$ cat src/rtl/core/rbfh_div.sv
// ---------------------------------------------------------------------------
// rbfh_div
// radix-2 restoring divider, (num << FRACTION_BITS) / den, saturated
// ---------------------------------------------------------------------------
module rbfh_div #(
  parameter int COORD_WIDTH   = 32,
  parameter int FRACTION_BITS = 16
) (
  input  logic                          clk,
  input  logic                          rst_n,
  input  logic                          start,
  input  logic signed [COORD_WIDTH:0]   num,
  input  logic signed [COORD_WIDTH-1:0] den,
  output logic                          done,
  output logic signed [COORD_WIDTH-1:0] quo
);
  localparam int CW  = COORD_WIDTH;
  localparam int N   = CW + 1 + FRACTION_BITS;
  localparam int CNW = $clog2(N + 1);
  localparam logic [CNW-1:0] LAST = CNW'(N - 1);

  logic [N-1:0]    dvd_r;
  logic [CW:0]     rem_r;
  logic [CW-1:0]   ud_r;
  logic            neg_r;
  logic            busy_r;
  logic            done_r;
  logic [CNW-1:0]  cnt_r;

  logic [CW:0]     un;
  logic [CW-1:0]   ud;
  logic [CW:0]     trial;
  logic            ge;
  logic            sat;
  logic [CW-1:0]   qm;

  assign un    = num[CW] ? (CW+1)'(-num) : num;
  assign ud    = den[CW-1] ? CW'(-den) : den;
  assign trial = {rem_r[CW-1:0], dvd_r[N-1]};
  assign ge    = trial >= {1'b0, ud_r};

  always_ff @(posedge clk) begin
    if (!rst_n) begin
      busy_r <= 1'b0;
      done_r <= 1'b0;
      cnt_r  <= '0;
    end else begin
      done_r <= 1'b0;
      if (start) begin
        busy_r <= 1'b1;
        cnt_r  <= '0;
      end else if (busy_r) begin
        cnt_r <= cnt_r + 1'b1;
        if (cnt_r == LAST) begin
          busy_r <= 1'b0;
          done_r <= 1'b1;
        end
      end
    end
  end

  always_ff @(posedge clk) begin
    if (start) begin
      dvd_r <= {un, {FRACTION_BITS{1'b0}}};
      rem_r <= '0;
      ud_r  <= ud;
      neg_r <= num[CW] ^ den[CW-1];
    end else if (busy_r) begin
      rem_r <= ge ? trial - {1'b0, ud_r} : trial;
      dvd_r <= {dvd_r[N-2:0], ge};
    end
  end

  // quotient at or above 2^(CW-1) saturates
  assign sat  = |dvd_r[N-1:CW-1];
  assign qm   = dvd_r[CW-1:0];
  assign done = done_r;

  always_comb begin
    if (neg_r) begin
      quo = sat ? {1'b1, {(CW-1){1'b0}}} : $signed(-qm);
    end else begin
      quo = sat ? {1'b0, {(CW-1){1'b1}}} : $signed(qm);
    end
  end
endmodule

$ cat config.mk
export PLATFORM = sky130hd
export DESIGN_NAME = rbfh_div
export DESIGN_NICKNAME = d
export VERILOG_FILES = /design/src/rtl/core/rbfh_div.sv
export SDC_FILE = /design/constraint.sdc
export NUM_CORES = 1
export LEC_CHECK = 0
export ABC_AREA = 1
export ABC_CLOCK_PERIOD_IN_PS = 2500
export BUFFER_PORTS_ARGS = -buffer_cell sky130_fd_sc_hd__buf_2
export CAP_MARGIN = 30
export CORE_MARGIN = 2
export CORE_UTILIZATION = 25
export CTS_BUF_LIST = sky130_fd_sc_hd__clkbuf_4
export CTS_CLUSTER_DIAMETER = 100
export DETAILED_ROUTE_END_ITERATION = 12
export SETUP_SLACK_MARGIN = 0.5
export SYNTH_ARGS = -nofsm -noshare
export SYNTH_HDL_FRONTEND = slang
export SYNTH_SLANG_ARGS = --single-unit
$ cat constraint.sdc
create_clock -name clk -period 2.5 [get_ports clk]
set_input_delay 0.25 -clock clk [delete_from_list [all_inputs] [get_ports clk]]
set_output_delay 0.25 -clock clk [all_outputs]
set_load 0.005 [all_outputs]
==> results.json, run 1 <==
{
  "synth.avg_cell_area_um2": 6.37,
  "cts_tree": "done",
  "clock_path_buffers": 2,
  "vdd_drop_max_mv": 0.241,
  "cts_buffers": 17,
  "fmax_mhz": 385,
  "start_util_pct": 25.4,
  "synth_edf_count": 66,
  "viasPerCell": 4.73,
  "period_minus_slack_ns": 2.60,
  "grt_max_degree": 50,
  "dieArea_um2": 43300,
  "layout-drive-gt1-share_pct": 27.1,
  "synthDistinctLibCells": 47,
  "grt_pass1_vias": 10532,
  "core-area_um2": 40900,
  "holdPathEnd": "ud_r[16]",
  "clk_latency_ns": 0.59,
  "p_total_mw": 5.26,
  "grt_pass1_wl_um": 55200,
  "power_density_nw_per_um2": 378,
  "yosysWarnings": 0,
  "grtUsageTotal_pct": 15.7,
  "worst_slew_pin_slew_ns": 0.602,
  "pre_cts_ws_ns": 0.219,
  "whs_ns": 0.0236,
  "finalSetupViolCount": 25,
  "fin_crit_sh_pct": 104,
  "synth_nets": 1738,
  "worstPathRequired_ns": 2.25,
  "hold_start": "den[16]",
  "gp_congestion": 1.00,
  "p_int_mw": 3.49,
  "r2r-end": "rem_r[28]",
  "whs_path_depth": 2,
  "worstSetupEndpointType": "output pin",
  "power_frac_seq_pct": 44.5,
  "hold_path_class": "in2reg",
  "dpl.hpwl_um": 25200,
  "swShare_pct": 33.7,
  "drtAntennaViolNets": 0,
  "setup_slack_ns": -0.0995,
  "ys_seq_area_share_pct": 29.8,
  "htreeDepth": 4,
  "post_drt_wl_per_cell_um": 14.7,
  "final-max-slew-violation-count": 0,
  "die_h_um": 208,
  "port_buffers": 100,
  "clock_skew_ns": 0.0296,
  "p_leak_nw": 6.68,
  "dieWidth_um": 208,
  "num_io_pins": 101,
  "drt_wl_total_um": 34500,
  "fin_nets": 1901,
  "fillCellCount": 4377,
  "overflow": 0,
  "critical_path_class": "reg2out",
  "detail_route.iter0.violations": 807,
  "clkTransAtPathRegs_ns": 0.12,
  "rsz0062_at_grt": "yes",
  "max_stage_delay_ns": 0.42,
  "vias": 11068,
  "regToRegSetupSlack_ns": 0.34,
  "first_pass_iters": 6,
  "syn-cell-area_um2": 10400,
  "p_clk_share_pct": 29.6,
  "reg2reg_depth": 14,
  "synthArstFlopShare_pct": 0,
  "most-common-layout-cells": "nand2_1 (428), inv_1 (231), nor2_1 (131)",
  "hold_viol": 0,
  "drv_cap": 0,
  "cp_cell_sequence": "nor2_2, nand3_2, nor4_2, nand2_2, inv_2, buf_6, buf_6, nand3_2, o21ai_2, buf_2",
  "r2r-start": "ud_r[22]",
  "finish.utilization_pct": 34.0,
  "route.detailed.drc": 0,
  "setup_tns_ns": -1.14,
  "status": "complete, but fails checks",
  "comb_power_share_pct": 25.9,
  "cp-start-kind": "flip-flop",
  "arrival_ns": 2.35,
  "grt_antenna_before_repair": 1,
  "cp_max_fo": 6,
  "clkSinkCount": 122,
  "final_common_cell": "nand2_1",
  "area_growth_pct": 33.7,
  "cpMaxStageDelayCell": "edfxtp_1",
  "root_buffer": "clkbuf_4",
  "num_rows": 74,
  "synth_ff_type": "edfxtp_1",
  "syn-instance-count": 1632,
  "max_slew_margin_pct": 59.8,
  "ys_ff_latch": 122,
  "violations": "negative setup slack",
  "p_switching_mw": 1.78
}
[cell usage after synthesis, drive strengths merged, types with 22 or more instances]
library cell  instances  share of area (%)
xnor2                22                1.9
o21ai                90                4.4
inv                 264                9.5
clkbuf               24               0.87
nand2               522                 19
edfxtp               66                 19
nand3               129                6.4
o22ai                24                1.4
nor3                 29                1.6
dfxtp                56                 11
xor2                 39                3.3
nand3b               37                3.1
ha                   37                4.5
a21oi                35                1.8
nor2                168                6.4
[worst max-delay path: cells and delay by family (launching register included)]
| family | cells | cell delay, ns |
|---|---|---|
| buffers and inverters | 4 | 0.48 |
| DFF | 1 | 0.42 |
| AOI/OAI and AO/OA | 1 | 0.19 |
| and+or+nand+nor | 5 | 0.69 |
[power by group through the flow]
stage / registers (mW) / clock network (mW) / logic (mW)
2_1_floorplan: 2.34 / 0 / 0.678
3_3_place_gp: 2.36 / 0 / 1.04
3_5_place_dp: 2.37 / 0 / 1.04
4_1_cts: 2.33 / 1.59 / 1.27
5_1_grt: 2.35 / 1.68 / 1.49
6_report: 2.34 / 1.56 / 1.36
[repair_timing]
item / 4_1_cts / 5_1_grt
cloned: 5 / 1
pin swaps: 74 / 91
setup endpoints to repair: 65 / 81
gates resized for setup: 248 / 97
hold buffers: 18 / 0
endpoints found under the hold margin: 19 / 0
buffers inserted: 28 / 15
[through the flow]
| step | cell area (um^2) | cells |
|---|---|---|
| after floorplan | 10400 | 1632 |
| after global placement | 11500 | 2241 |
| after detailed placement | 11500 | 2241 |
| after CTS | 13500 | 2324 |
| after global routing | 13900 | 2341 |
| final | 13900 | 2341 |
[worst max-delay path by stage]
stage          startpoint   endpoint  slack [ns]  cells after the start
2_1_floorplan   dvd_r[48]  rem_r[30]        0.56                     15
3_3_place_gp     ud_r[28]  rem_r[28]        0.25                     11
3_5_place_dp    dvd_r[48]  rem_r[30]        0.22                     15
4_1_cts         dvd_r[47]    quo[22]       -0.13                      8
5_1_grt         dvd_r[46]    quo[29]       -0.22                     10
6_report        dvd_r[46]    quo[29]        -0.1                     10
[routing by layer]
metal	vias up	part of all wire, %	global-route usage [%]
li1	5554	-	-
met5	-	0	0
met1	5146	47	21.7
met3	58	4.8	2.23
met4	0	2.4	5.55
met2	310	46	25.0
[cells by family (layout without fill, tap and decap cells)]
kind of cell	Yosys count	after routing	share of synthesized area, %
simple gates	923	923	39.1
buf+inv	311	487	11.7
compound gates	177	177	9.62
flops	122	122	29.8
xor+xnor	61	61	5.14
fa+ha+maj	38	38	4.64
other cells	0	1	0
[state kept, by name, indices dropped and copies added (netlist names)]
signal  flops
neg_r       1
done        1
busy_r      1
ud_r       32
rem_r      32
cnt_r       6
dvd_r      49
[layout make-up]
class	instances	area (um^2)	area share (%)
clock inverters	14	170	1.22
flip-flops and latches	122	3100	22.3
well taps	532	666	4.79
inverters	266	1000	7.23
diodes	1	2.50	0.0180
clock buffers	18	135	0.972
multi-input cells	1199	7390	53.1
repair buffers	189	1440	10.3
No activity file was read; power rests on OpenSTA's default activity.
==> run 2: changes to the inputs <==
--- a/config.mk
+++ b/config.mk
@@ -14,6 +14,7 @@
 export CTS_BUF_LIST = sky130_fd_sc_hd__clkbuf_4
 export CTS_CLUSTER_DIAMETER = 100
 export DETAILED_ROUTE_END_ITERATION = 12
+export GPL_TIMING_DRIVEN = 0
 export SETUP_SLACK_MARGIN = 0.5
 export SYNTH_ARGS = -nofsm -noshare
 export SYNTH_HDL_FRONTEND = slang
==> results.json, run 2 (same netlist as run 1, synthesis figures left out) <==
{
  "fin_crit_sh_pct": 105,
  "violations": "negative setup slack",
  "grt_pass1_vias": 11116,
  "cts_buffers": 17,
  "final-max-slew-violation-count": 0,
  "critical_path_class": "reg2out",
  "rsz0062_at_grt": "yes",
  "cp_max_fo": 5,
  "clkTransAtPathRegs_ns": 0.11,
  "final_common_cell": "nand2_1",
  "dieArea_um2": 43300,
  "grt_antenna_before_repair": 1,
  "worst_slew_pin_slew_ns": 0.746,
  "setup_slack_ns": -0.135,
  "drtAntennaViolNets": 0,
  "port_buffers": 98,
  "dieWidth_um": 208,
  "die_h_um": 208,
  "cts_tree": "done",
  "power_density_nw_per_um2": 367,
  "clock_skew_ns": 0.0342,
  "clk_latency_ns": 0.58,
  "htreeDepth": 4,
  "period_minus_slack_ns": 2.64,
  "post_drt_wl_per_cell_um": 15.7,
  "overflow": 0,
  "vdd_drop_max_mv": 0.229,
  "worstPathRequired_ns": 2.25,
  "gp_congestion": 0.968,
  "grtUsageTotal_pct": 16.6,
  "cp-start-kind": "flip-flop",
  "largest_register_ffs": 49,
  "whs_ns": 0.0463,
  "root_buffer": "clkbuf_4",
  "fillCellCount": 4332,
  "grt_pass1_wl_um": 58000,
  "arrival_ns": 2.39,
  "finalSetupViolCount": 31,
  "start_util_pct": 25.4,
  "grt_max_degree": 35,
  "vias": 11408,
  "startpoint": "dvd_r[31]",
  "area_growth_pct": 39.6,
  "drt_wl_total_um": 37300,
  "hold_start": "den[24]",
  "detail_route.iter0.violations": 908,
  "clkSinkCount": 122,
  "fmax_mhz": 379,
  "hold_viol": 0,
  "status": "complete, but fails checks",
  "r2r-start": "rem_r[22]",
  "instances_no_fill": 2377,
  "num_rows": 74,
  "viasPerCell": 4.80,
  "route.detailed.drc": 0,
  "hold_path_class": "in2reg",
  "max_slew_margin_pct": 50.2,
  "first_pass_iters": 5,
  "dpl.hpwl_um": 27500,
  "fin_nets": 1937,
  "drv_cap": 0,
  "layout-drive-gt1-share_pct": 29.4,
  "clock_path_buffers": 2,
  "reg.largest.list": "dvd_r: 49 flops, rem_r: 32 flops, ud_r: 32 flops",
  "worstSetupEndpointType": "output pin",
  "most-common-layout-cells": "nand2_1 (414), inv_1 (234), nor2_1 (128)",
  "p_leak_nw": 7.00,
  "num_io_pins": 101,
  "placed_cells": 2263,
  "max_flop_register": "dvd_r",
  "core-area_um2": 40900
}
==> run 2: changes by cell type in the layout (fill, tap and decap cells not counted), sizes merged <==
cell,delta
nand2,+1
inv,-4
dlygate4sd3,-2
dlymetal6s4s,+2
clkbuf,+30
clkdlybuf4s15,+1
buf,+6
clkinv,-1
clkinvlp,+3
==> run 2: final timing paths <==
check        slack (ns)  depth (start not counted)         to
max               -0.14                          9     quo[7]
min                0.05                          3   ud_r[24]
max reg2reg        0.33                         14   rem_r[2]
min reg2reg        0.50                          2  rem_r[21]
==> run 2: per-stage QoR <==
stage               power (mW)  instance area (um^2)  setup slack, ns  setup TNS [ns]  utilization (%)
global route              5.58                 14500           -0.235           -6.27             35.5
CTS                       5.24                 13900           -0.181           -3.95             34.1
detailed placement        3.43                 11600           -0.464          -22.01             28.3
floorplan                 3.02                 10400            0.556               0                -
finish                    5.33                 14500           -0.135           -2.34             35.5
global placement          3.42                 11600           -0.809          -38.43             28.3
==> run 2: critical path: stages, from the launching register on <==
cell and delay, ns:
edfxtp_1 0.43, nor2_2 0.13, nand3_2 0.11, nor4_4 0.28, nand2_4 0.16, buf_8 0.17, buf_6 0.13, nor2_4 0.10
xor2_1 0.18, buf_2 0.15
==> run 2: timing repair <==
item,4_1_cts,5_1_grt
setup endpoints to repair,122,108
hold buffers,18,0
setup buffers,42,13
endpoints found under the hold margin,19,0
gates resized for setup,346,128
gates cloned,7,1
pin swaps,81,101
==> run 2: final cells by class <==
cell class | instances | area [um^2] | area share [%]
diodes | 1 | 2.50 | 0.0172
plain buffers | 45 | 380 | 2.62
clock buffers | 20 | 150 | 1.03
clock inverters | 12 | 151 | 1.04
inverters | 266 | 1000 | 6.92
multi-input cells | 1200 | 7720 | 53.2
flip-flops and latches | 122 | 3110 | 21.4
well taps | 532 | 666 | 4.58
repair buffers | 179 | 1340 | 9.24
==> run 2: power by group <==
part | total, mW | internal [mW] | switching, mW
combinational | 1.46 | 0.556 | 0.904
clock | 1.54 | 0.720 | 0.817
sequential | 2.34 | 2.25 | 0.0842
==> run 2: layer usage <==
layer	track usage, %	vias to the layer above	wire length [um]
li1	-	5632	-
met1	21.7	5312	16800
met2	27.4	390	17500
met3	1.96	74	1620
met4	7.61	0	1380
met5	0	-	0
==> run 3: changes to the inputs <==
--- a/config.mk
+++ b/config.mk
@@ -7,15 +7,16 @@
 export LEC_CHECK = 0
 export ABC_AREA = 1
 export ABC_CLOCK_PERIOD_IN_PS = 2500
-export BUFFER_PORTS_ARGS = -buffer_cell sky130_fd_sc_hd__buf_2
 export CAP_MARGIN = 30
 export CORE_MARGIN = 2
 export CORE_UTILIZATION = 25
 export CTS_BUF_LIST = sky130_fd_sc_hd__clkbuf_4
 export CTS_CLUSTER_DIAMETER = 100
 export DETAILED_ROUTE_END_ITERATION = 12
+export DONT_BUFFER_PORTS = 1
 export GPL_TIMING_DRIVEN = 0
 export SETUP_SLACK_MARGIN = 0.5
+export SKIP_CTS_REPAIR_TIMING = 1
 export SYNTH_ARGS = -nofsm -noshare
 export SYNTH_HDL_FRONTEND = slang
 export SYNTH_SLANG_ARGS = --single-unit
==> results.json, run 3 (same netlist as run 1, synthesis figures left out) <==
{
  "cts_tree": "done",
  "holdPathEnd": "ud_r[5]",
  "worstSetupEndpointType": "output pin",
  "p_total_mw": 5.21,
  "power_density_nw_per_um2": 371,
  "dieArea_um2": 43300,
  "grtUsageTotal_pct": 15.3,
  "max_stage_delay_ns": 0.42,
  "seqCellArea_um2": 3100,
  "grt_antenna_before_repair": 1,
  "grt_use_met2_pct": 24.4,
  "worstPathRequired_ns": 2.25,
  "root_buffer": "clkbuf_4",
  "clock_skew_ns": 0.0228,
  "reg2reg_depth": 15,
  "fillCellCount": 4349,
  "whs_path_depth": 4,
  "fin_area_um2": 14100,
  "clock_path_buffers": 2,
  "fmax_mhz": 393,
  "num_rows": 74,
  "grt_pass1_wl_um": 52800,
  "instances_no_fill": 2293,
  "multi_input_area_um2": 7630,
  "most-common-layout-cells": "nand2_1 (420), inv_1 (242), nor2_1 (144)",
  "grt_most_used_layer": "met2",
  "route.detailed.drc": 0,
  "regToRegSetupSlack_ns": 0.31,
  "max_slew_margin_pct": 50.4,
  "drt_wl_total_um": 37500,
  "finalSetupViolCount": 16,
  "core-area_um2": 40900,
  "p_leak_nw": 6.58,
  "drtAntennaViolNets": 0,
  "critical_path_class": "reg2out",
  "final_common_cell": "nand2_1",
  "violations": "negative setup slack",
  "clkSinkCount": 122,
  "r2r-start": "ud_r[28]",
  "placed_area_um2": 11100,
  "placed_cells": 2165,
  "reg.largest.list": "dvd_r: 49 flops, rem_r: 32 flops, ud_r: 32 flops",
  "gp_congestion": 0.938,
  "detail_route.iter0.violations": 964,
  "post_drt_wl_per_cell_um": 16.3,
  "cp_max_fo": 10,
  "grt_pass1_vias": 9687,
  "largest_register_ffs": 49,
  "clk_latency_ns": 0.59,
  "arrival_ns": 2.29,
  "use_met1_pct": 19.9,
  "status": "complete, but fails checks",
  "rsz0062_at_grt": "yes",
  "viasPerCell": 4.88,
  "start_util_pct": 25.4,
  "dpl.hpwl_um": 27300,
  "cpMaxStageDelayCell": "edfxtp_1",
  "worst_slew_pin_slew_ns": 0.744,
  "die_h_um": 208,
  "final-max-slew-violation-count": 0,
  "r2r-end": "rem_r[0]",
  "whs_ns": 0.0154,
  "num_io_pins": 101,
  "drv_cap": 0,
  "vias": 11194,
  "overflow": 0,
  "cts_buffers": 17,
  "vdd_drop_max_mv": 0.263,
  "cp-start-kind": "flip-flop",
  "period_minus_slack_ns": 2.54,
  "hold_start": "den[2]",
  "clkTransAtPathRegs_ns": 0.12,
  "finish.utilization_pct": 34.4,
  "layout-drive-gt1-share_pct": 22.2,
  "fin_nets": 1852,
  "hold_path_class": "in2reg",
  "area_growth_pct": 35.3,
  "fin_crit_sh_pct": 102,
  "cp_cell_sequence": "nor2_1, nand3_1, nor4_2, nand2_2, buf_6, buf_12, o21ai_1",
  "port_buffers": 0,
  "grt_max_degree": 35,
  "htreeDepth": 4,
  "hold_viol": 0,
  "grtUsageMet3_pct": 3.28,
  "first_pass_iters": 5,
  "max_flop_register": "dvd_r",
  "dieWidth_um": 208,
  "setup_slack_ns": -0.0431
}
[run 3: cell count changes in the layout (fill, tap and decap cells not counted), moves of 10 or more]
cell / delta
buf_4: -10
buf_2: -97
dlygate4sd3_1: +34
nor2_1: +16
nor2_2: -13
[run 3: critical path: cells and delay by family (launching register included)]
kind,cells,cell delay (ns)
flip-flops,1,0.42
AO/OA/AOI/OAI,1,0.27
AND/OR/NAND/NOR,4,0.66
buffers and inverters,2,0.36
[run 3: final cells by class]
cell class / instances / share of cell area, %
timing repair buffer: 94 / 6.95
tap: 532 / 4.73
multi-input combinational: 1200 / 54.3
clock inverter: 12 / 1.08
sequential: 122 / 22.1
clock buffer: 20 / 1.07
antenna: 2 / 0.0356
inverter: 266 / 7.13
buffer: 45 / 2.69
[run 3: routing by layer]
metal  part of all wire, %  vias to the layer above  routed length (um)
met5                     0                        -                   0
met4                   4.7                        0                1740
met3                   6.2                       96                2340
met2                    46                      415               17200
met1                    43                     5220               16200
li1                      -                     5463                   -
[run 3: through the flow]
step                TNS (ns)  setup WS (ns)
finish                -0.268        -0.0431
detailed placement         0         0.0896
floorplan                  0          0.556
global placement      -11.80         -0.289
CTS                   -11.31         -0.504
global route           -5.83         -0.244
[run 3: worst max-delay path by stage]
| stage | from | to | slack, ns | depth (start not counted) |
|---|---|---|---|---|
| after detailed placement | dvd_r[48] | rem_r[28] | 0.09 | 15 |
| final | dvd_r[48] | quo[0] | -0.04 | 7 |
| after global placement | start | dvd_r[17] | -0.29 | 4 |
| after global routing | dvd_r[42] | quo[4] | -0.24 | 7 |
| after floorplan | dvd_r[48] | rem_r[30] | 0.56 | 15 |
| after CTS | dvd_r[47] | quo[4] | -0.50 | 7 |
[run 3: where the power goes]
group	switching (mW)	leakage, nW	internal, mW
Clock	0.802	0.141	0.717
Sequential	0.0791	1.12	2.25
Combinational	0.863	5.32	0.501
Total	1.74	6.58	3.47
